[src/hw/rtl/tmrc_pkg.sv]
// ----------------------------------------------------------------------------
// tmrc_pkg
// Shared types and constants for the tile map rectangle collision block.
// ----------------------------------------------------------------------------
package tmrc_pkg;

    // item kind, carried on tuser
    typedef enum logic {
        OP_WRITE = 1'b0,
        OP_QUERY = 1'b1
    } t_op;

    // back end sequencer
    typedef enum logic [1:0] {
        BK_IDLE,
        BK_SCAN,
        BK_DONE
    } t_bk_state;

    // configuration register indexes
    localparam logic CFG_COL_COUNT = 1'b0;
    localparam logic CFG_ROW_COUNT = 1'b1;

    localparam int CFG_IDX_W  = 1;
    localparam int CFG_DATA_W = 8;

    localparam logic [7:0] COL_COUNT_RST = 8'd80;
    localparam logic [6:0] ROW_COUNT_RST = 7'd40;

    // input tdata layout, lowest bit first
    localparam int S_TDATA_W = 88;
    localparam int ROW_LSB   = 0;
    localparam int ROW_FW    = 6;
    localparam int COL_LSB   = 6;
    localparam int COL_FW    = 7;
    localparam int VAL_LSB   = 13;
    localparam int VAL_FW    = 12;
    localparam int X_LSB     = 25;
    localparam int Y_LSB     = 41;
    localparam int EDGE_FW   = 16;
    localparam int W_LSB     = 57;
    localparam int H_LSB     = 72;
    localparam int SIZE_FW   = 15;
    // write fields (row, col, value) sit together at the bottom
    localparam int WF_W      = 25;

    localparam int M_TDATA_W = 8;

    // dividend width for pixel-to-tile conversion (edge + size, non-negative)
    localparam int DIV_W = 17;
    // width of tile counts and their limits
    localparam int CNT_W = 11;

    typedef struct packed {
        logic full;
        logic empty;
    } t_fifo_st;

endpackage

[src/hw/rtl/tmrc_back.sv]
// ----------------------------------------------------------------------------
// tmrc_back
// Executes queued commands: tile writes into the map RAM and span scans
// for queries, one tile read per cycle, stopping at the first nonzero tile.
// ----------------------------------------------------------------------------
module tmrc_back #(
    parameter int ROW_W     = 6,
    parameter int COL_W     = 7,
    parameter int TILE_BITS = 12,
    parameter int CMD_W     = 40
) (
    input  logic                     i_clk,
    input  logic                     i_rst_n,
    input  logic [CMD_W-1:0]         i_cmd,
    input  tmrc_pkg::t_fifo_st       i_fifo_st,
    output logic                     o_pop,
    output logic                     o_ram_we,
    output logic [ROW_W+COL_W-1:0]   o_ram_waddr,
    output logic [TILE_BITS-1:0]     o_ram_wdata,
    output logic                     o_ram_re,
    output logic [ROW_W+COL_W-1:0]   o_ram_raddr,
    input  logic [TILE_BITS-1:0]     i_ram_rdata,
    output logic                     o_m_tvalid,
    input  logic                     i_m_tready,
    output logic                     o_hit
);

    localparam int ROW_A_LSB = 2;
    localparam int ROW_B_LSB = ROW_A_LSB + ROW_W;
    localparam int COL_A_LSB = ROW_B_LSB + ROW_W;
    localparam int COL_B_LSB = COL_A_LSB + COL_W;
    localparam int VAL_LSB   = COL_B_LSB + COL_W;

    tmrc_pkg::t_bk_state r_state, n_state;
    logic [ROW_W-1:0]    r_r, n_r, r_top, n_top, r_rb, n_rb;
    logic [COL_W-1:0]    r_c, n_c, r_cb, n_cb;
    logic                r_last, n_last, r_pend, n_pend, r_hit, n_hit;
    logic                r_out_valid, n_out_valid, r_out_hit, n_out_hit;

    tmrc_pkg::t_op       c_kind;
    logic                c_flag;
    logic [ROW_W-1:0]    c_row_a, c_row_b;
    logic [COL_W-1:0]    c_col_a, c_col_b;
    logic                slot_free;

    assign c_kind  = tmrc_pkg::t_op'(i_cmd[0]);
    assign c_flag  = i_cmd[1];
    assign c_row_a = i_cmd[ROW_A_LSB +: ROW_W];
    assign c_row_b = i_cmd[ROW_B_LSB +: ROW_W];
    assign c_col_a = i_cmd[COL_A_LSB +: COL_W];
    assign c_col_b = i_cmd[COL_B_LSB +: COL_W];

    assign o_ram_waddr = {c_row_a, c_col_a};
    assign o_ram_wdata = i_cmd[VAL_LSB +: TILE_BITS];
    assign o_ram_raddr = {r_r, r_c};
    assign slot_free   = !r_out_valid || i_m_tready;

    always_comb begin
        n_state     = r_state;
        n_r         = r_r;
        n_top       = r_top;
        n_rb        = r_rb;
        n_c         = r_c;
        n_cb        = r_cb;
        n_last      = r_last;
        n_pend      = r_pend;
        n_hit       = r_hit;
        n_out_valid = r_out_valid;
        n_out_hit   = r_out_hit;
        o_pop       = 1'b0;
        o_ram_we    = 1'b0;
        o_ram_re    = 1'b0;
        if (r_out_valid && i_m_tready) begin
            n_out_valid = 1'b0;
        end
        unique case (r_state)
            tmrc_pkg::BK_IDLE: begin
                if (!i_fifo_st.empty) begin
                    if (c_kind == tmrc_pkg::OP_WRITE) begin
                        o_pop    = 1'b1;
                        o_ram_we = c_flag;
                    end else if (c_flag) begin
                        // empty span answers at once
                        if (slot_free) begin
                            o_pop       = 1'b1;
                            n_out_valid = 1'b1;
                            n_out_hit   = 1'b0;
                        end
                    end else begin
                        o_pop   = 1'b1;
                        n_r     = c_row_a;
                        n_top   = c_row_a;
                        n_rb    = c_row_b;
                        n_c     = c_col_a;
                        n_cb    = c_col_b;
                        n_last  = 1'b0;
                        n_pend  = 1'b0;
                        n_state = tmrc_pkg::BK_SCAN;
                    end
                end
            end
            tmrc_pkg::BK_SCAN: begin
                o_ram_re = !r_last;
                n_pend   = !r_last;
                if (!r_last) begin
                    if (r_r == r_rb) begin
                        n_r = r_top;
                        if (r_c == r_cb) begin
                            n_last = 1'b1;
                        end else begin
                            n_c = COL_W'(r_c + 1'b1);
                        end
                    end else begin
                        n_r = ROW_W'(r_r + 1'b1);
                    end
                end
                // data of the read issued last cycle
                if (r_pend && (i_ram_rdata != '0)) begin
                    n_hit   = 1'b1;
                    n_state = tmrc_pkg::BK_DONE;
                end else if (r_last) begin
                    n_hit   = 1'b0;
                    n_state = tmrc_pkg::BK_DONE;
                end
            end
            tmrc_pkg::BK_DONE: begin
                if (slot_free) begin
                    n_out_valid = 1'b1;
                    n_out_hit   = r_hit;
                    n_state     = tmrc_pkg::BK_IDLE;
                end
            end
            default: n_state = tmrc_pkg::BK_IDLE;
        endcase
    end

    always_ff @(posedge i_clk) begin
        if (!i_rst_n) begin
            r_state     <= tmrc_pkg::BK_IDLE;
            r_last      <= 1'b0;
            r_pend      <= 1'b0;
            r_out_valid <= 1'b0;
        end else begin
            r_state     <= n_state;
            r_last      <= n_last;
            r_pend      <= n_pend;
            r_out_valid <= n_out_valid;
        end
        r_r       <= n_r;
        r_top     <= n_top;
        r_rb      <= n_rb;
        r_c       <= n_c;
        r_cb      <= n_cb;
        r_hit     <= n_hit;
        r_out_hit <= n_out_hit;
    end

    assign o_m_tvalid = r_out_valid;
    assign o_hit      = r_out_hit;

endmodule

[config.mk]
export PLATFORM = sky130hd
export DESIGN_NAME = tmrc_back
export DESIGN_NICKNAME = d
export VERILOG_FILES = /design/src/hw/rtl/tmrc_pkg.sv /design/src/hw/rtl/tmrc_back.sv
export SDC_FILE = /design/constraint.sdc
export NUM_CORES = 1
export LEC_CHECK = 0
export CAP_MARGIN = 20
export CORE_ASPECT_RATIO = 2
export CORE_MARGIN = 4
export CORE_UTILIZATION = 28
export DETAILED_ROUTE_END_ITERATION = 6
export DONT_BUFFER_PORTS = 1
export HOLD_SLACK_MARGIN = 0.1
export PLACE_DENSITY = 0.49
export SLEW_MARGIN = 20
export SYNTH_ARGS = -nofsm -noshare
export SYNTH_HDL_FRONTEND = slang
export SYNTH_SLANG_ARGS = --single-unit
export TNS_END_PERCENT = 50
[constraint.sdc]
create_clock -name i_clk -period 4.1 [get_ports i_clk]
set_input_delay 0 -clock i_clk [delete_from_list [all_inputs] [get_ports i_clk]]
set_output_delay 0 -clock i_clk [all_outputs]
set_load 0.1 [all_outputs]
==> results.py <==
metrics = {
    "flow_run": {
        "cap_viol_max_count": 0,
    },
    "synth": {
        "synth_nets": 231,
        "ys.flop_type": "edfxtp_1",
        "yosys.cell_types.count": 34,
        "syn_area_um2": 2030,
        "yosys-top-cells-count": "edfxtp_1 (34), buf_4 (25), nand2_1 (16)",
        "synth_cells": 172,
        "synthArstFlopShare_pct": 0,
        "synth_top_cell_by_area": "edfxtp_1",
        "synth_most_common_cell": "edfxtp_1",
        "synth_seq_cells": 39,
        "syn_avg_cell_area_um2": 11.8,
        "synth_enable_flop_cells": 34,
        "seq_area_frac_synth_pct": 55.3,
        "ys_warn_count": 0,
        "netlist.area_leader.share_pct": 50.4,
        "yosys-top-cells-area": "edfxtp_1 (50%), buf_4 (9.3%), dfxtp_1 (4.9%)",
    },
    "sta": {
        "fin_setup_tns_ns": 0,
        "relSlewSlack_pct": 28.0,
        "period_share_pct": 60.9,
        "setup_viol": 0,
        "worst_pin_slew_ns": 1.08,
        "fmax_ghz": 0.400,
        "min_period_ns": 2.50,
        "clock-skew-final_ns": 0.00470,
        "grt_setup_unrepaired": "no",
        "finalHoldViolCount": 0,
        "final_max_slew_viol_count": 0,
    },
    "critical_path": {
        "cp_cell_sequence": "or3_1 -> nand3b_1 -> o21ai_1 -> a21boi_1",
        "cp_num_buf_inv": 0,
        "crit_fanout": 8,
        "crit_slowest_cell": "a21boi_1",
        "critPathArrivalTime_ns": 2.41,
        "crit_family": "compound AO/OA/AOI/OAI gates",
        "cpPeakStageDelay_ns": 0.69,
        "endpoint_kind": "flip-flop",
        "crit_type": "flip-flop to flip-flop",
        "crit_path_start_kind": "flip-flop",
        "required_ns": 4.01,
    },
    "layout": {
        "syn_to_final_growth_pct": 32.9,
        "final_nets": 270,
        "fillers": 689,
        "n_antenna_cell": 0,
        "drive_gt1_share_pct": 15.6,
    },
    "route": {
        "routed_wl_mm": 4.75,
        "routed-via-count": 1378,
        "drcViolationCount": 0,
        "antenna_left": 0,
        "wl_per_cell_um": 15.7,
        "vias_per_cell": 4.56,
        "drt_iter0_markers": 42,
        "dr.pass1.iters": 4,
    },
    "pwr": {
        "power_switching_uw": 379,
        "p_per_area_nw_per_um2": 439,
        "intPower_uw": 802,
        "p_comb_share_pct": 24.6,
        "seqPwrFrac_pct": 39.2,
        "leakagePower_nw": 0.993,
        "netSwitchingFraction_pct": 32.1,
        "p_total_mw": 1.18,
        "max-vdd-ir-drop_v": 0.000221,
        "pwr-share-clk_pct": 36.2,
    },
    "grt": {
        "gr-total-overflow": 0,
        "grt_pass1_wl_mm": 7.42,
        "grt_max_degree": 29,
        "antenna_found_initial": 0,
        "grt_pass1_vias": 1524,
        "grt.total_usage_pct": 11.5,
    },
    "placement": {
        "gp_congestion": 0.725,
        "place_hpwl_mm": 3.36,
        "numPortBuffers": 0,
    },
    "floorplanning": {
        "die_area_um2": 8740,
        "num_rows": 43,
        "dieHeight_um": 128,
        "pin_count": 100,
        "die-width_um": 68.1,
        "initial_core_util_pct": 29.0,
        "coreArea_um2": 6990,
    },
    "clock_network": {
        "root_buffer": "clkbuf_16",
        "cts_buffers": 5,
        "cts_max_path_buffers": 2,
        "clk_latency_ns": 0.28,
        "cts_tree": "yes",
        "htreeDepth": 2,
        "clkSinkCount": 39,
        "clk_pin_slew_ns": 0.06,
    },
    "outcome": {
        "status": "finished, final reports clean",
    },
    "hold_path": {
        "hold_path.class": "input pin to flip-flop",
    },
}
[state kept, by name (all words and copies together), names as in the netlist]
signal / flops
o_hit: 1
o_m_tvalid: 1
r_c: 7
r_cb: 7
r_hit: 1
r_last: 1
r_pend: 1
r_r: 6
r_rb: 6
r_state: 2
r_top: 6
[worst reg2reg max path, stage by stage, from the launching register on]
cell and delay [ns]:
dfxtp_1 0.38, or3_1 0.44, nand3b_1 0.25, o21ai_1 0.38, a21boi_1 0.69
[power by group through the flow]
stage | sequential [mW] | clock [mW] | combinational (mW)
3_5_place_dp | 0.472 | 0 | 0.158
5_1_grt | 0.465 | 0.452 | 0.305
4_1_cts | 0.463 | 0.441 | 0.293
3_3_place_gp | 0.471 | 0 | 0.157
6_report | 0.463 | 0.428 | 0.290
2_1_floorplan | 0.535 | 0 | 0.178
[layout by cell type, fill, tap and decap left out, types with 2 or more instances in the layout]
| cell | n |
|---|---|
| clkbuf_16 | 6 |
| buf_4 | 16 |
| nor4_1 | 4 |
| inv_1 | 5 |
| a31oi_1 | 3 |
| edfxtp_1 | 34 |
| nor2b_1 | 2 |
| nor3_1 | 2 |
| mux2i_1 | 6 |
| nand3_1 | 4 |
| nand4_1 | 2 |
| dfxtp_1 | 5 |
| xor2_1 | 10 |
| ha_1 | 2 |
| nor2_1 | 6 |
| o21a_1 | 3 |
| and3b_1 | 2 |
| nand2_1 | 16 |
| dlygate4sd3_1 | 43 |
| xnor2_1 | 10 |
| xnor2_2 | 2 |
| o21ai_0 | 6 |
| o21ai_1 | 7 |
[through the flow]
step | hold slack (ns) | cells | worst slack (ns) | util, % | area (um^2)
floorplan | 0.0989 | 172 | 1.34 | - | 2030
global placement | 0.000681 | 251 | 1.58 | 30.0 | 2100
detailed placement | 0.000681 | 251 | 1.54 | 30.0 | 2100
CTS | 0.101 | 302 | 1.53 | 38.5 | 2690
global route | 0.180 | 302 | 1.36 | 38.5 | 2690
finish | 0.118 | 302 | 1.60 | 38.5 | 2690
[what timing repair did]
action                    4_1_cts  5_1_grt
buffers inserted                0        0
resized for setup               0        0
hold buffers                   43        0
hold endpoints to repair       62        0
[per-layer routing]
layer | up-vias | track usage [%] | wire (um)
met5 | - | 0 | 0
met4 | 0 | 5.63 | 126
met3 | 8 | 2.98 | 330
met2 | 54 | 22.1 | 2860
met1 | 655 | 10.4 | 1440
li1 | 661 | - | -
[path summary, 6_finish.rpt]
| kind | start | slack [ns] | endpoint | cells after the start |
|---|---|---|---|---|
| setup / recovery | r_state[0] | 1.60 | r_c[0] | 4 |
| hold / removal | i_cmd[0] | 0.12 | o_hit | 2 |
| setup reg to reg | r_state[0] | 1.60 | r_c[0] | 4 |
| hold reg to reg | r_pend | 0.54 | r_pend | 2 |
[cell families after synthesis]
logic type               synth area share (%)
flip-flops                               55.3
multiplexers                             3.52
AND/OR/NAND/NOR                          12.2
XOR/XNOR                                 10.3
adder cells (fa/ha/maj)                  1.24
buffers and inverters                    10.8
AO/OA/AOI/OAI                            6.67
[cell type report]
type | count | area, um^2 | share of cell area [%]
Inverter | 5 | 18.8 | 0.697
Clock inverter | 3 | 38.8 | 1.44
Clock buffer | 5 | 125 | 4.65
Multi-Input combinational cell | 100 | 699 | 26.0
Tap cell | 90 | 113 | 4.18
Sequential cell | 39 | 1120 | 41.7
Timing Repair Buffer | 60 | 576 | 21.4
(Power assumes the default switching activity.)
