## src/hw/rtl/tmrc_pkg.sv

```systemverilog
// ----------------------------------------------------------------------------
// tmrc_pkg
// Shared types and constants for the tile map rectangle collision block.
// ----------------------------------------------------------------------------
package tmrc_pkg;

    // item kind, carried on tuser
    typedef enum logic {
        OP_WRITE = 1'b0,
        OP_QUERY = 1'b1
    } t_op;

    // back end sequencer
    typedef enum logic [1:0] {
        BK_IDLE,
        BK_SCAN,
        BK_DONE
    } t_bk_state;

    // configuration register indexes
    localparam logic CFG_COL_COUNT = 1'b0;
    localparam logic CFG_ROW_COUNT = 1'b1;

    localparam int CFG_IDX_W  = 1;
    localparam int CFG_DATA_W = 8;

    localparam logic [7:0] COL_COUNT_RST = 8'd80;
    localparam logic [6:0] ROW_COUNT_RST = 7'd40;

    // input tdata layout, lowest bit first
    localparam int S_TDATA_W = 88;
    localparam int ROW_LSB   = 0;
    localparam int ROW_FW    = 6;
    localparam int COL_LSB   = 6;
    localparam int COL_FW    = 7;
    localparam int VAL_LSB   = 13;
    localparam int VAL_FW    = 12;
    localparam int X_LSB     = 25;
    localparam int Y_LSB     = 41;
    localparam int EDGE_FW   = 16;
    localparam int W_LSB     = 57;
    localparam int H_LSB     = 72;
    localparam int SIZE_FW   = 15;
    // write fields (row, col, value) sit together at the bottom
    localparam int WF_W      = 25;

    localparam int M_TDATA_W = 8;

    // dividend width for pixel-to-tile conversion (edge + size, non-negative)
    localparam int DIV_W = 17;
    // width of tile counts and their limits
    localparam int CNT_W = 11;

    typedef struct packed {
        logic full;
        logic empty;
    } t_fifo_st;

endpackage

```

## src/hw/rtl/tmrc_fifo.sv

```systemverilog
// ----------------------------------------------------------------------------
// tmrc_fifo
// Short first-word-fall-through command queue between front and back end.
// ----------------------------------------------------------------------------
module tmrc_fifo #(
    parameter int WIDTH = 40,
    parameter int DEPTH = 4
) (
    input  logic              i_clk,
    input  logic              i_rst_n,
    input  logic              i_push,
    input  logic [WIDTH-1:0]  i_data,
    input  logic              i_pop,
    output logic [WIDTH-1:0]  o_data,
    output tmrc_pkg::t_fifo_st o_st
);

    localparam int AW = $clog2(DEPTH);

    logic [WIDTH-1:0] r_mem [DEPTH];
    logic [AW-1:0]    r_wp;
    logic [AW-1:0]    r_rp;
    logic [AW:0]      r_cnt;
    logic [AW-1:0]    n_wp;
    logic [AW-1:0]    n_rp;
    logic [AW:0]      n_cnt;

    always_comb begin
        n_wp  = i_push ? AW'(r_wp + 1'b1) : r_wp;
        n_rp  = i_pop  ? AW'(r_rp + 1'b1) : r_rp;
        n_cnt = r_cnt;
        if (i_push && !i_pop) begin
            n_cnt = (AW+1)'(r_cnt + 1'b1);
        end else if (!i_push && i_pop) begin
            n_cnt = (AW+1)'(r_cnt - 1'b1);
        end
    end

    always_ff @(posedge i_clk) begin
        if (!i_rst_n) begin
            r_wp  <= '0;
            r_rp  <= '0;
            r_cnt <= '0;
        end else begin
            r_wp  <= n_wp;
            r_rp  <= n_rp;
            r_cnt <= n_cnt;
        end
        if (i_push) begin
            r_mem[r_wp] <= i_data;
        end
    end

    assign o_data   = r_mem[r_rp];
    assign o_st.full  = (r_cnt == (AW+1)'(DEPTH));
    assign o_st.empty = (r_cnt == '0);

endmodule

```

## config.mk

```make
export PLATFORM = sky130hd
export DESIGN_NAME = tmrc_fifo
export DESIGN_NICKNAME = d
export VERILOG_FILES = /design/src/hw/rtl/tmrc_pkg.sv /design/src/hw/rtl/tmrc_fifo.sv
export SDC_FILE = /design/constraint.sdc
export NUM_CORES = 1
export LEC_CHECK = 0
export ABC_CLOCK_PERIOD_IN_PS = 1900
export BUFFER_PORTS_ARGS = -buffer_cell sky130_fd_sc_hd__buf_2
export CAP_MARGIN = 20
export CORE_MARGIN = 2
export CORE_UTILIZATION = 51
export CTS_BUF_LIST = sky130_fd_sc_hd__clkbuf_16
export CTS_CLUSTER_DIAMETER = 60
export DETAILED_ROUTE_END_ITERATION = 10
export HOLD_SLACK_MARGIN = 0.06
export PLACE_DENSITY = 0.81
export SLEW_MARGIN = 20
export SYNTH_ARGS = -nofsm -noshare
export SYNTH_HDL_FRONTEND = slang
export SYNTH_SLANG_ARGS = --single-unit
export TNS_END_PERCENT = 100
```

## constraint.sdc

```tcl
create_clock -name i_clk -period 1.9 [get_ports i_clk]
set_clock_uncertainty 0.05 [all_clocks]
set_input_delay 0.19 -clock i_clk [delete_from_list [all_inputs] [get_ports i_clk]]
set_output_delay 0.19 -clock i_clk [all_outputs]
set_load 0.005 [all_outputs]
```

==> run metrics, run 1 <==
sequential area share after synthesis=79.6%; Critical Path RT=1.66 ns; Pins Over Slew Limit=0; Cell variety after synth=20; delay of the slowest cell on the worst path=0.54 ns; WS Path Type=reg -> out; H-tree Lvls=4; Final period util=102%; Syn Std Cell Area=6260 µm²; width of the chip=115 µm; Routability Congestion=0.689; gr ovfl total=0; Critical Path Source Type=flip-flop; Final TNS setup=-0.541 ns; Switch Pwr=1.71 mW; outcome=finished with violations; Initial Util=52.1%; Util after Layout=66.0%; fraction of layout cells with a size suffix above 1=40.0%; Area Overhead vs Synth=26.6%; Iteration-0 DRC Markers=157; crit end category=primary output; antenna cells=0; PnR worst setup slack=-0.0414 ns; Synthesized Nets=302; PD cells=1050 nW/µm²; CTS buffer count=17; maxcap violations=0; first-pass GRT wire length=17,100 µm; post-detail-place hpwl=6220 µm; row count=40; P_int=6.64 mW; routed wire length=10,800 µm; clock power share=37.7%; Num Clock Sinks=169; clock slew at reported path FFs=0.06 ns; CP bufs+invs=2; Static Leak=2.76 nW; number of antenna violations at the first check in global routing=0; slowest CP cell=mux4_2; DRT Pass-1 Iters=4; Avg Synthesized Cell Area=24.9 µm²; CTS root buf=clkbuf_16; Final Cell Area=7930 µm²; Max IR drop VDD=0.000680 V; Fin. Hold Viols=0; worst hold slack=0.106 ns; Final setup viols=27; DR DRC count=0; Die Y=115 µm; Gate Count Post-Synth=252; Peak Freq=515 MHz; postcts setup bufs=0; vias per inst=5.34; switching share of power=20.4%; Sequential Power Share=51.9%; post-placement cell area=6910 µm²; Worst-Margin Slew=0.522 ns; fin crit period=1.94 ns; HP Class=in -> reg; CTS tree=built; Total Routing Usage GR=17.9%; Buffers on Ports=85; Core Area=12,000 µm²; Seq cells post-synth=169; yosys warns=0; violated checks=negative setup slack; cells along the critical path=buf_16 > mux4_2 > buf_2; largest net degree at the start of global routing=41; vias in the first global route=3,238; Filler cells=785; Routed Antenna Nets=0; Final #Nets=447; full die area=13,200 µm²; Max clock buf depth=2; WP data arrival=1.70 ns; Comb power frac=10.4%; RSZ-0062 raised after global routing=yes; wire per inst=19.4 µm; crit path max fanout=13; CP delay by family, top=multiplexers; later-pin clock latency in the skew report=0.41 ns; Max-slew headroom=65.2%; vias post-DR=2,973; # IOs=86
-- cells in the mapped netlist --
library cell / instances / area share, %
xnor2_1: 2 / 0.28
nand2_1: 1 / 0.060
fa_1: 1 / 0.32
o21ai_0: 1 / 0.080
xor2_1: 3 / 0.42
nor3_1: 1 / 0.080
buf_6: 1 / 0.18
edfxtp_1: 160 / 77
and2_1: 9 / 0.90
dfxtp_1: 9 / 2.9
buf_2: 4 / 0.32
inv_1: 4 / 0.24
or3_1: 1 / 0.10
mux2i_1: 2 / 0.32
mux4_2: 40 / 14
nor2b_1: 2 / 0.20
ha_1: 5 / 1.0
a21boi_0: 1 / 0.12
nor3b_1: 1 / 0.12
buf_12: 4 / 1.3
-- registers in the layout, summed over array words and instances (netlist names), named ones only --
register  flops
r_mem       160
r_cnt         3
r_rp          2
r_wp          2
-- final cells by class --
cell class	instances	area, µm²	area share (%)
Timing Repair Buffer	135	1040	13.1
Sequential cell	169	4990	62.9
Clock buffer	17	425	5.37
Inverter	4	15.0	0.189
Tap cell	147	184	2.32
Multi-Input combinational cell	70	1160	14.6
Clock inverter	15	120	1.52
-- tightest hold or removal path, stage by stage --
cell,delay [ns]
buf_2,0.11
xor2_1,0.07
and2_1,0.15
-- metal layers --
metal  vias to the layer above  share of wire (%)  global-route usage (%)
met5                         -                  0                       0
met4                         0               0.86                    6.18
met3                         8                4.7                    5.96
met2                        80                 52                    29.2
met1                      1529                 43                    22.9
li1                       1356                  -                       -
-- power by group through the flow --
stage          Sequential [mW]  Combinational [mW]  Clock, mW
2_1_floorplan             4.39               0.468          0
3_3_place_gp              4.39               0.764          0
3_5_place_dp              4.41               0.783          0
4_1_cts                   4.33               0.873       3.21
5_1_grt                   4.35               0.954       3.36
6_report                  4.33               0.870       3.15
-- timing repair --
item | 4_1_cts | 5_1_grt
hold endpoints to repair | 169 | 0
gates resized for setup | 3 | 4
hold buffers | 41 | 0
cloned | 1 | 0
endpoints found under the setup margin | 28 | 40
-- stage by stage --
step	std cells	setup WS, ns	power [mW]
2_1_floorplan	252	0.363	4.86
5_1_grt	557	-0.128	8.66
4_1_cts	557	-0.0877	8.41
3_3_place_gp	483	0.217	5.16
3_5_place_dp	483	0.125	5.19
6_report	557	-0.0414	8.35
-- cells by family after synthesis --
logic type	synth area share (%)
mux	14.7
compound gates	0.200
buf+inv	2.02
simple gates	1.46
flops	79.6
fa+ha+maj	1.32
xor+xnor	0.699
-- final timing paths --
path | to | cells past startpoint | startpoint | slack, ns
worst max register to register | r_mem[1][2] | 4 | r_wp[1] | 0.22
worst min-delay path | r_rp[0] | 3 | i_pop | 0.11
worst max-delay path | o_data[5] | 3 | flip-flop | -0.04
worst min register to register | r_cnt[2] | 2 | r_cnt[2] | 0.48
-- layout by cell type (no fill, tap or decap), types with 3 or more instances in the layout --
cell type,netlist,layout
clkinv_2,0,3
buf_12,4,5
clkinv_1,0,5
buf_2,4,80
inv_1,4,7
edfxtp_1,160,160
dlygate4sd3_1,0,41
ha_1,5,5
buf_6,1,5
and2_2,0,4
and2_1,9,5
dfxtp_1,9,7
xor2_1,3,3
mux4_2,40,40
clkbuf_16,0,17
No activity file was read; power rests on OpenSTA's default activity.
==> run 2: changes to the inputs <==
--- a/config.mk
+++ b/config.mk
@@ -13,6 +13,7 @@
 export CTS_BUF_LIST = sky130_fd_sc_hd__clkbuf_16
 export CTS_CLUSTER_DIAMETER = 60
 export DETAILED_ROUTE_END_ITERATION = 10
+export GPL_TIMING_DRIVEN = 0
 export HOLD_SLACK_MARGIN = 0.06
 export PLACE_DENSITY = 0.81
 export SLEW_MARGIN = 20
==> run metrics, run 2 (same netlist as run 1, synthesis figures left out) <==
most common cell after layout, fill and taps aside=edfxtp_1; Max-slew headroom=57.4% (-7.8 points); top layer in use=met4; Util after Layout=65.6% (-0.45 points); Filler cells=810 (+3.2%); vias post-DR=2,893 (-2.7%); CTS buffer count=17 (unchanged); Routed Antenna Nets=0 (unchanged); Num Clock Sinks=169 (unchanged); met1 wire length=4510 µm (-2.1%); PnR worst setup slack=-0.0416 ns (-0.000247 ns); full die area=13,200 µm² (unchanged); Multi-input gate area=1160 µm² (+0.43%); RSZ-0062 raised after global routing=yes; leading cell types in the layout, fill and taps excluded=edfxtp_1 (160), buf_2 (85), dlygate4sd3_1 (41); WS Path Type=reg -> out; first-pass GRT wire length=15,800 µm (-7.5%); delay of the slowest cell on the worst path=0.53 ns (about the same); Worst-Margin Slew=0.640 ns (+0.118 ns); vias per inst=5.19 (-2.7%); violated checks=negative setup slack; Max clock buf depth=2 (unchanged); Total Routing Usage GR=16.8% (-1.1 points); vias in the first global route=3,009 (-7.1%); DR DRC count=0 (unchanged); DR WL met2=5220 µm (-6.5%); row count=40 (unchanged); largest net degree at the start of global routing=41 (unchanged); width of the chip=115 µm (unchanged); HP Class=in -> reg; Iteration-0 DRC Markers=261 (+66%); Static Leak=2.74 nW (-0.80%); H-tree Lvls=4 (unchanged); Setup WS pre-CTS=-0.0803 ns (-0.206 ns); Register Area=4990 µm² (about the same); outcome=finished with violations; Max IR drop VDD=0.000529 V (-22%); fraction of layout cells with a size suffix above 1=41.2% (+1.2 points); Pins Over Slew Limit=0 (unchanged); # IOs=86 (unchanged); post-detail-place hpwl=5820 µm (-6.4%); Met3 Wirelength=368 µm (-27%); PD cells=1060 nW/µm² (+0.72%); crit path max fanout=10 (-3); clock slew at reported path FFs=0.06 ns (about the same); routed wire length=10,300 µm (-4.8%); cells along the critical path=buf_8 > buf_12 > mux4_2 > buf_2; postcts setup bufs=0 (unchanged); biggest regs=r_mem x160, r_cnt x3; DRT Pass-1 Iters=4 (unchanged); WP data arrival=1.70 ns (about the same); Critical Path Source Type=flip-flop; Final period util=102% (about the same); fin crit period=1.94 ns (+0.000247 ns); Fin. Hold Viols=0 (unchanged); slowest CP cell=mux4_2; Area Overhead vs Synth=25.7%; antenna cells=0 (unchanged); CTS root buf=clkbuf_16; CTS tree=built; number of antenna violations at the first check in global routing=0 (unchanged); max reg flops=160 (unchanged); wire per inst=18.4 µm (-4.8%); Core Area=12,000 µm² (unchanged); later-pin clock latency in the skew report=0.41 ns (about the same); Final #Nets=447 (unchanged); Routability Congestion=0.663 (-3.7%); maxcap violations=0 (unchanged); gr ovfl total=0 (unchanged); Initial Util=52.1% (unchanged); Die Y=115 µm (unchanged); Final setup viols=31 (+15%); Largest Register=r_mem; crit end category=primary output; Peak Freq=515 MHz (about the same); Buffers on Ports=85 (unchanged); Critical Path RT=1.66 ns (about the same)
==> run 2: cell types whose count changed in the layout (fill, tap and decap cells not counted), moves of 2 or more <==
cell        delta
inv_6          +3
inv_1          -2
buf_16         -2
clkinv_4       +2
clkinvlp_4     +2
buf_4          -2
and2_2         -4
buf_2          +5
and2_4         +4
clkinv_1       -4
==> run 2: worst paths after layout <==
path	startpoint	endpoint	slack, ns	depth (start not counted)
setup / recovery	flip-flop	o_data[15]	-0.04	4
hold / removal	i_pop	flip-flop	0.11	3
setup reg to reg	r_cnt[0]	r_cnt[2]	0.29	4
hold reg to reg	r_cnt[2]	r_cnt[2]	0.49	2
==> run 2: final cells by class <==
| cell class | count | area share (%) |
|---|---|---|
| Timing Repair Buffer | 126 | 10.9 |
| Tap cell | 147 | 2.34 |
| Buffer | 9 | 1.46 |
| Sequential cell | 169 | 63.3 |
| Multi-Input combinational cell | 70 | 14.7 |
| Clock buffer | 17 | 5.40 |
| Inverter | 4 | 0.191 |
| Clock inverter | 15 | 1.60 |
==> run 2: through the flow <==
| stage | std cells | total power [mW] | cell area (µm²) | setup TNS [ns] | hold WS (ns) |
|---|---|---|---|---|---|
| after floorplan | 252 | 4.86 | 6270 | 0 | 0.239 |
| after global placement | 484 | 5.15 | 6880 | -0.0515 | 0.350 |
| after detailed placement | 484 | 5.19 | 6880 | -7.99 | 0.354 |
| after CTS | 557 | 8.42 | 7850 | -1.85 | 0.0885 |
| after global routing | 557 | 8.68 | 7870 | -3.58 | 0.105 |
| final | 557 | 8.35 | 7870 | -0.509 | 0.105 |
==> run 2: report_power, final <==
group / internal [mW] / switching, mW
clock: 1.80 / 1.38
combinational: 0.472 / 0.378
sequential: 4.27 / 0.0548
==> run 2: metal layers <==
layer / global-route usage (%) / up-vias
met5: 0 / -
met4: 6.43 / 0
met3: 5.22 / 15
met2: 27.6 / 68
met1: 21.3 / 1464
li1: - / 1346
==> run 2: timing repair <==
item / 4_1_cts / 5_1_grt
setup endpoints to repair: 200 / 40
gates resized for setup: 5 / 5
hold buffers: 41 / 0
endpoints found under the hold margin: 169 / 0
==> run 2: worst max-delay path: cells and delay by family (launching register included) <==
kind	cells	cell delay, ns
multiplexers	1	0.53
flip-flops	1	0.33
buffers and inverters	3	0.43
