## src/hw/rtl/tmrc_pkg.sv

```systemverilog
// ----------------------------------------------------------------------------
// tmrc_pkg
// Shared types and constants for the tile map rectangle collision block.
// ----------------------------------------------------------------------------
package tmrc_pkg;

    // item kind, carried on tuser
    typedef enum logic {
        OP_WRITE = 1'b0,
        OP_QUERY = 1'b1
    } t_op;

    // back end sequencer
    typedef enum logic [1:0] {
        BK_IDLE,
        BK_SCAN,
        BK_DONE
    } t_bk_state;

    // configuration register indexes
    localparam logic CFG_COL_COUNT = 1'b0;
    localparam logic CFG_ROW_COUNT = 1'b1;

    localparam int CFG_IDX_W  = 1;
    localparam int CFG_DATA_W = 8;

    localparam logic [7:0] COL_COUNT_RST = 8'd80;
    localparam logic [6:0] ROW_COUNT_RST = 7'd40;

    // input tdata layout, lowest bit first
    localparam int S_TDATA_W = 88;
    localparam int ROW_LSB   = 0;
    localparam int ROW_FW    = 6;
    localparam int COL_LSB   = 6;
    localparam int COL_FW    = 7;
    localparam int VAL_LSB   = 13;
    localparam int VAL_FW    = 12;
    localparam int X_LSB     = 25;
    localparam int Y_LSB     = 41;
    localparam int EDGE_FW   = 16;
    localparam int W_LSB     = 57;
    localparam int H_LSB     = 72;
    localparam int SIZE_FW   = 15;
    // write fields (row, col, value) sit together at the bottom
    localparam int WF_W      = 25;

    localparam int M_TDATA_W = 8;

    // dividend width for pixel-to-tile conversion (edge + size, non-negative)
    localparam int DIV_W = 17;
    // width of tile counts and their limits
    localparam int CNT_W = 11;

    typedef struct packed {
        logic full;
        logic empty;
    } t_fifo_st;

endpackage

```

## src/hw/rtl/tmrc_front.sv

```systemverilog
// ----------------------------------------------------------------------------
// tmrc_front
// Accepts items, holds the tile counts, turns rectangles into clamped tile
// spans and pushes one command per item into the queue.
// ----------------------------------------------------------------------------
module tmrc_front #(
    parameter int MAX_ROWS  = 64,
    parameter int MAX_COLS  = 128,
    parameter int TILE_SIZE = 16,
    parameter int TILE_BITS = 12,
    parameter int ROW_W     = 6,
    parameter int COL_W     = 7,
    parameter int CMD_W     = 40
) (
    input  logic                             i_clk,
    input  logic                             i_rst_n,
    input  logic                             i_cfg_we,
    input  logic [tmrc_pkg::CFG_IDX_W-1:0]   i_cfg_index,
    input  logic [tmrc_pkg::CFG_DATA_W-1:0]  i_cfg_data,
    input  logic                             i_s_axis_tvalid,
    output logic                             o_s_axis_tready,
    input  logic [tmrc_pkg::S_TDATA_W-1:0]   i_s_axis_tdata,
    input  logic                             i_s_axis_tuser,
    output logic                             o_push,
    output logic [CMD_W-1:0]                 o_cmd,
    input  tmrc_pkg::t_fifo_st               i_fifo_st
);

    localparam int DW      = tmrc_pkg::DIV_W;
    localparam int CNW     = tmrc_pkg::CNT_W;
    localparam int RECIP_W = DW + 1;
    localparam int PROD_W  = DW + RECIP_W;
    localparam int QT_W    = DW + 9;
    localparam int SW      = DW + 1;
    localparam int WFW     = tmrc_pkg::WF_W;
    localparam logic [RECIP_W-1:0] RECIP = RECIP_W'((1 << DW) / TILE_SIZE);
    localparam logic [DW-1:0]      TS_D  = DW'(TILE_SIZE);
    localparam logic [CNW-1:0]     MAXC  = CNW'(MAX_COLS);
    localparam logic [CNW-1:0]     MAXR  = CNW'(MAX_ROWS);

    localparam int ROW_FW_L = tmrc_pkg::ROW_FW;
    localparam int COL_FW_L = tmrc_pkg::COL_FW;
    localparam int VAL_FW_L = tmrc_pkg::VAL_FW;

    // lanes: 0 left, 1 right, 2 top, 3 bottom; axis 0 is x, axis 1 is y
    logic [7:0] r_col_count;
    logic [6:0] r_row_count;

    logic en;

    logic                   r_v1, r_v2, r_v3, r_v4;
    tmrc_pkg::t_op          r_op1, r_op2, r_op3, r_op4;
    logic [WFW-1:0]         r_wf1, r_wf2, r_wf3, r_wf4;
    logic [15:0]            r_edge1 [2];
    logic [14:0]            r_size1 [2];
    logic [DW-1:0]          r_d2 [4];
    logic [DW-1:0]          r_d3 [4];
    logic [DW-1:0]          r_qe3 [4];
    logic [DW-1:0]          r_q4 [4];
    logic [1:0]             r_kill2, r_kill3, r_kill4;

    logic [DW-1:0]          n_d2 [4];
    logic [1:0]             n_kill2;
    logic [SW-1:0]          sum [2];
    logic [SW-1:0]          mag [2];
    logic [PROD_W-1:0]      prod [4];
    logic [DW-1:0]          n_qe3 [4];
    logic [QT_W-1:0]        qt [4];
    logic [DW-1:0]          rem [4];
    logic [DW-1:0]          n_q4 [4];

    logic [CNW-1:0]         lim_c, lim_r, cm1, rm1;
    logic [DW-1:0]          hi_c, hi_r;
    logic                   empty_c, empty_r;
    logic [ROW_FW_L-1:0]    wr_row;
    logic [COL_FW_L-1:0]    wr_col;
    logic [VAL_FW_L-1:0]    wr_val;
    logic                   wr_ok;

    // whole pipeline stalls while the last stage cannot push
    assign en              = !(r_v4 && i_fifo_st.full);
    assign o_s_axis_tready = en;
    assign o_push          = r_v4 && !i_fifo_st.full;

    always_ff @(posedge i_clk) begin
        if (!i_rst_n) begin
            r_col_count <= tmrc_pkg::COL_COUNT_RST;
            r_row_count <= tmrc_pkg::ROW_COUNT_RST;
        end else if (i_cfg_we) begin
            unique case (i_cfg_index)
                tmrc_pkg::CFG_COL_COUNT: r_col_count <= i_cfg_data;
                tmrc_pkg::CFG_ROW_COUNT: r_row_count <= i_cfg_data[6:0];
                default: ;
            endcase
        end
    end

    // stage 2: non-negative dividends, far-negative far edge kills the axis
    always_comb begin
        for (int k = 0; k < 2; k++) begin
            sum[k]      = {{2{r_edge1[k][15]}}, r_edge1[k]} + {3'b000, r_size1[k]};
            mag[k]      = SW'(~sum[k] + 1'b1);
            n_d2[2*k]   = r_edge1[k][15] ? '0 : DW'(r_edge1[k][14:0]);
            n_d2[2*k+1] = sum[k][SW-1] ? '0 : sum[k][DW-1:0];
            n_kill2[k]  = sum[k][SW-1] && (mag[k] >= SW'(TILE_SIZE));
        end
    end

    // stage 3: quotient estimate by reciprocal, low by at most one
    always_comb begin
        for (int k = 0; k < 4; k++) begin
            prod[k]  = PROD_W'(r_d2[k]) * PROD_W'(RECIP);
            n_qe3[k] = prod[k][DW +: DW];
        end
    end

    // stage 4: correction
    always_comb begin
        for (int k = 0; k < 4; k++) begin
            qt[k]   = QT_W'(r_qe3[k]) * QT_W'(TILE_SIZE);
            rem[k]  = r_d3[k] - qt[k][DW-1:0];
            n_q4[k] = (rem[k] >= TS_D) ? DW'(r_qe3[k] + 1'b1) : r_qe3[k];
        end
    end

    always_ff @(posedge i_clk) begin
        if (!i_rst_n) begin
            r_v1 <= 1'b0;
            r_v2 <= 1'b0;
            r_v3 <= 1'b0;
            r_v4 <= 1'b0;
        end else if (en) begin
            r_v1 <= i_s_axis_tvalid;
            r_v2 <= r_v1;
            r_v3 <= r_v2;
            r_v4 <= r_v3;
        end
        if (en) begin
            r_op1      <= tmrc_pkg::t_op'(i_s_axis_tuser);
            r_wf1      <= i_s_axis_tdata[WFW-1:0];
            r_edge1[0] <= i_s_axis_tdata[tmrc_pkg::X_LSB +: tmrc_pkg::EDGE_FW];
            r_edge1[1] <= i_s_axis_tdata[tmrc_pkg::Y_LSB +: tmrc_pkg::EDGE_FW];
            r_size1[0] <= i_s_axis_tdata[tmrc_pkg::W_LSB +: tmrc_pkg::SIZE_FW];
            r_size1[1] <= i_s_axis_tdata[tmrc_pkg::H_LSB +: tmrc_pkg::SIZE_FW];
            r_op2      <= r_op1;
            r_wf2      <= r_wf1;
            r_kill2    <= n_kill2;
            r_op3      <= r_op2;
            r_wf3      <= r_wf2;
            r_kill3    <= r_kill2;
            r_op4      <= r_op3;
            r_wf4      <= r_wf3;
            r_kill4    <= r_kill3;
            for (int k = 0; k < 4; k++) begin
                r_d2[k]  <= n_d2[k];
                r_d3[k]  <= r_d2[k];
                r_qe3[k] <= n_qe3[k];
                r_q4[k]  <= n_q4[k];
            end
        end
    end

    // clamp to the counts in use; a zero count leaves the span empty
    always_comb begin
        lim_c   = ({3'b000, r_col_count} > MAXC) ? MAXC : {3'b000, r_col_count};
        lim_r   = ({4'b0000, r_row_count} > MAXR) ? MAXR : {4'b0000, r_row_count};
        cm1     = CNW'(lim_c - 1'b1);
        rm1     = CNW'(lim_r - 1'b1);
        hi_c    = (r_q4[1] > DW'(cm1)) ? DW'(cm1) : r_q4[1];
        hi_r    = (r_q4[3] > DW'(rm1)) ? DW'(rm1) : r_q4[3];
        empty_c = r_kill4[0] || (lim_c == '0) || (r_q4[0] > hi_c);
        empty_r = r_kill4[1] || (lim_r == '0) || (r_q4[2] > hi_r);

        wr_row  = r_wf4[tmrc_pkg::ROW_LSB +: ROW_FW_L];
        wr_col  = r_wf4[tmrc_pkg::COL_LSB +: COL_FW_L];
        wr_val  = r_wf4[tmrc_pkg::VAL_LSB +: VAL_FW_L];
        wr_ok   = (CNW'(wr_row) < MAXR) && (CNW'(wr_col) < MAXC);

        // command: {value, col_b, col_a, row_b, row_a, flag, kind}
        if (r_op4 == tmrc_pkg::OP_WRITE) begin
            o_cmd = {TILE_BITS'(wr_val), COL_W'(0), COL_W'(wr_col), ROW_W'(0),
                     ROW_W'(wr_row), wr_ok, tmrc_pkg::OP_WRITE};
        end else begin
            o_cmd = {TILE_BITS'(0), COL_W'(hi_c), COL_W'(r_q4[0]), ROW_W'(hi_r),
                     ROW_W'(r_q4[2]), empty_c || empty_r, tmrc_pkg::OP_QUERY};
        end
    end

endmodule

```

## config.mk

```make
export PLATFORM = sky130hd
export DESIGN_NAME = tmrc_front
export DESIGN_NICKNAME = d
export VERILOG_FILES = /design/src/hw/rtl/tmrc_pkg.sv /design/src/hw/rtl/tmrc_front.sv
export SDC_FILE = /design/constraint.sdc
export NUM_CORES = 1
export LEC_CHECK = 0
export ABC_AREA = 1
export ABC_CLOCK_PERIOD_IN_PS = 17750
export BUFFER_PORTS_ARGS = -buffer_cell sky130_fd_sc_hd__buf_2
export CELL_PAD_IN_SITES_DETAIL_PLACEMENT = 1
export CELL_PAD_IN_SITES_GLOBAL_PLACEMENT = 1
export CORE_MARGIN = 1
export CORE_UTILIZATION = 30
export CTS_CLUSTER_SIZE = 16
export DETAILED_ROUTE_END_ITERATION = 8
export GPL_TIMING_DRIVEN = 0
export PLACE_DENSITY_LB_ADDON = 0.08
export SETUP_SLACK_MARGIN = 0.3
export SYNTH_ARGS = -nofsm -noshare
export SYNTH_HDL_FRONTEND = slang
export SYNTH_SLANG_ARGS = --single-unit
```

## constraint.sdc

```tcl
create_clock -name i_clk -period 17.75 [get_ports i_clk]
set_input_delay 0.8875 -clock i_clk [delete_from_list [all_inputs] [get_ports i_clk]]
set_output_delay 0.8875 -clock i_clk [all_outputs]
set_load 0.02 [all_outputs]
```

==> results.sh <==
export IMPL_result_of_the_run="finished clean"
export IMPL_antenna_found_initial=0
export IMPL_num_rows=78
export IMPL_replace_congestion=0.785
export IMPL_swShare_pct=26.2
export IMPL_chipWidth_um=218
export IMPL_power_density_mw_per_mm2=125
export IMPL_postSynth_asyncResetShare_pct=0
export IMPL_drt_vias_per_instance=4.32
export IMPL_post_synth_inst_count=1150
export IMPL_clk_insertion_delay_late_ps=540
export IMPL_layout_nets=1523
export IMPL_core_mm2=0.0458
export IMPL_worstHoldPathType="reg -> reg"
export IMPL_dr_pass1_iters=4
export IMPL_cts_reportedPaths_clkPinSlew_ps=60
export IMPL_nFillCells=4963
export IMPL_port_buffers=142
export IMPL_clock_skew_ps=16.4
export IMPL_finalCritPeriodShare_pct=35.7
export IMPL_critPathLaunchType="register"
export IMPL_hpwl_mm=22.2
export IMPL_worstPathRequired_ps=16860
export IMPL_synth_enable_flop_cells=310
export IMPL_vias=8506
export IMPL_report_final_hold_viol_count=0
export IMPL_wl_mm=30.1
export IMPL_via_count_of_the_first_global_routing_pass=8958
export IMPL_die_area_mm2=0.0477
export IMPL_synth_top_area_share_pct=66.2
export IMPL_fin_setup_tns_ps=0
export IMPL_timing_setup_critical_path_class="reg -> out"
export IMPL_timing_critical_path_slowest_cell_delay_ps=580
export IMPL_multiInputGateArea_mm2=0.00379
export IMPL_grt_overflow=0
export IMPL_synth_common_cells="sky130_fd_sc_hd__edfxtp_1 (310), sky130_fd_sc_hd__nand2_1 (233), sky130_fd_sc_hd__inv_1 (135), sky130_fd_sc_hd__nor2_1 (125), sky130_fd_sc_hd__ha_1 (78)"
export IMPL_cp_common_cell="sky130_fd_sc_hd__nand2_1"
export IMPL_netlist_top_cells_area="sky130_fd_sc_hd__edfxtp_1 (66%), sky130_fd_sc_hd__ha_1 (6.9%), sky130_fd_sc_hd__nand2_1 (6.2%)"
export IMPL_cts_buffers_inserted=40
export IMPL_post_cts_setup_buffer_count=0
export IMPL_io_pin_count=146
export IMPL_combPwrFrac_pct=15.1
export IMPL_p_int_uw=1570
export IMPL_finalWorstSetupSlack_ps=11400
export IMPL_final_layout_size_suffix_gt1_share_pct=18.0
export IMPL_drt_initial_drc_count=440
export IMPL_synth_seq_cells=329
export IMPL_cts_root_buf="sky130_fd_sc_hd__clkbuf_16"
export IMPL_areaGrowthSynthToFinish_pct=20.9
export IMPL_h_tree_lvl_count=2
export IMPL_yosysWarnings=0
export IMPL_post_synth_num_cell_types=44
export IMPL_power_switching_uw=557
export IMPL_rsz0062_at_grt="no"
export IMPL_post_synth_cell_area_avg_um2=12.2
export IMPL_dieHeight_um=218
export IMPL_setup_worst_path_end_class="output pin"
export IMPL_post_synth_top_count_cell="sky130_fd_sc_hd__edfxtp_1"
export IMPL_grt_pass1_wl_mm=48.3
export IMPL_yosys_area_top_type="sky130_fd_sc_hd__edfxtp_1"
export IMPL_clock_tree_from_tritoncts="built"
export IMPL_detail_route_wl_per_cell_um=15.3
export IMPL_ys_flop_type="sky130_fd_sc_hd__edfxtp_1"
export IMPL_min_delay_path_depth=0
export IMPL_yosysSeqAreaShare_pct=68.9
export IMPL_slew_violations=0
export IMPL_fin_worst_hold_slack_ps=412
export IMPL_clk_network_pwr_share_pct=38.8
export IMPL_ant_nets=0
export IMPL_post_route_drc_count=0
export IMPL_tightest_slew_ps=779
export IMPL_critical_path_peak_fanout=10
export IMPL_cts_hold_buffers=0
export IMPL_seq_power_share_pct=46.1
export IMPL_cpMaxStageDelayCell="sky130_fd_sc_hd__o21ai_0"
export IMPL_cts_buffer_depth=3
export IMPL_final_seq_area_mm2=0.00969
export IMPL_worstRegToRegCells=14
export IMPL_antenna_cells_inserted=0
export IMPL_mappedNetlistNets=1334
export IMPL_critical_path_arrival_ps=5460
export IMPL_grt_total_usage_pct=13.0
export IMPL_peakVddDrop_mv=0.0729
export IMPL_dpl_worst_slack_ps=11970
export IMPL_largest_net_degree_at_the_start_of_global_routing=71
export IMPL_maximum_clock_frequency_mhz=158
export IMPL_starting_density_pct=30.7
export IMPL_cts_sink_count=329
export IMPL_total_standard_cell_area_after_synthesis_mm2=0.0141
export IMPL_final_setup_violation_count=0
export IMPL_ctsResizeCount=0
export IMPL_cellLeakagePower_uw=0.00754
export IMPL_slew_limit_headroom_pct=48.1
export IMPL_finalWorstPathRequiredPeriod_ps=6350
export IMPL_maxcap_violations=0
-- critical path: cells and delay by family (launching register included) --
| kind | cells | cell delay, ps |
|---|---|---|
| buf+inv | 3 | 510 |
| flops | 1 | 330 |
| xor+xnor | 1 | 190 |
| fa+ha+maj | 3 | 850 |
| simple gates | 13 | 1470 |
| compound gates | 8 | 1560 |
-- placed cells by master, fill, tap and decap left out, types with 4 or more instances in the layout --
cell                        Yosys  routed
sky130_fd_sc_hd__inv_2          4       4
sky130_fd_sc_hd__clkbuf_16      0      41
sky130_fd_sc_hd__a21oi_1       47      47
sky130_fd_sc_hd__xnor2_1        5       5
sky130_fd_sc_hd__inv_6          0       4
sky130_fd_sc_hd__clkinv_1       0       6
sky130_fd_sc_hd__nand2_1      233     232
sky130_fd_sc_hd__nand3b_1       6       6
sky130_fd_sc_hd__xor2_1         9       9
sky130_fd_sc_hd__or2_1          4       4
sky130_fd_sc_hd__o21ai_0       36      36
sky130_fd_sc_hd__nand2_2       13      13
sky130_fd_sc_hd__o21ai_2        6       6
sky130_fd_sc_hd__buf_16         0       4
sky130_fd_sc_hd__nand3_1       42      42
sky130_fd_sc_hd__a21o_1         6       6
sky130_fd_sc_hd__clkbuf_1      10      18
sky130_fd_sc_hd__dfxtp_1       19      19
sky130_fd_sc_hd__inv_1        135     135
sky130_fd_sc_hd__buf_2          1     143
sky130_fd_sc_hd__nor2_1       125     125
sky130_fd_sc_hd__bufinv_16      0       5
sky130_fd_sc_hd__nor3_1         6       6
sky130_fd_sc_hd__ha_1          78      78
sky130_fd_sc_hd__clkinv_2       0       4
sky130_fd_sc_hd__nand4_1       10      10
sky130_fd_sc_hd__nand3_2        5       5
sky130_fd_sc_hd__o21ai_1        4       4
sky130_fd_sc_hd__o21bai_1       4       4
sky130_fd_sc_hd__edfxtp_1     310     310
-- per-layer routing --
layer	GRT usage [%]	vias up	part of all wire, %
li1	-	4344	-
met1	17.7	4007	48
met2	20.5	114	45
met3	2.84	41	4.5
met4	4.38	0	2.0
met5	0	-	0
-- state kept, by name (all words and copies together), names as in the netlist, 2 cells and up --
name / flops
r_size1: 30
r_kill2: 2
r_col_count: 8
r_wf1: 25
r_qe3: 23
r_d3: 23
r_wf4: 25
r_q4: 46
r_wf3: 25
r_kill3: 2
r_wf2: 25
r_edge1: 32
r_kill4: 2
r_d2: 46
r_row_count: 7
-- final timing paths --
check            startpoint          to  slack (ps)
max reg2reg   r_size1[0][0]  r_kill2[0]       15370
min               r_wf1[18]   r_wf2[18]         410
min reg2reg       r_wf1[18]   r_wf2[18]         410
max          r_col_count[2]    o_cmd[1]       11400
-- power by group through the flow --
stage                     clock network, uW  registers, uW  logic [uW]
after floorplan                           0            986         226
after global placement                    0           1000         318
after detailed placement                  0            999         327
after CTS                               863            984         329
after global routing                    886            992         373
final                                   826            982         321
-- layout make-up --
cell class / count / share of cell area, %
sequential: 329 / 57.0
tap: 600 / 4.42
clock buffer: 52 / 6.46
buffer: 13 / 0.361
timing repair buffer: 147 / 4.95
inverter: 139 / 3.07
clock inverter: 21 / 1.44
multi-input combinational: 669 / 22.3
-- cell families (layout without fill, tap and decap cells) --
family                   after synthesis  count (layout)  synth area share, %
buffers and inverters                152             372                 4.15
AND/OR/NAND/NOR                      455             455                 13.8
AO/OA/AOI/OAI                        120             120                 4.98
adder cells (fa/ha/maj)               80              80                 7.23
flip-flops                           329             329                 68.9
XOR/XNOR                              14              14                0.872
-- stage by stage --
step                      std cells  utilization, %  instance area (um^2)  total power, uW
after floorplan                1150               -                 14100             1210
after global placement         1892            33.9                 15500             1320
after detailed placement       1897            34.2                 15700             1330
after CTS                      1970            37.1                 17000             2180
after global routing           1970            37.1                 17000             2250
final                          1970            37.1                 17000             2130
Power figures use the tool's default switching activity.
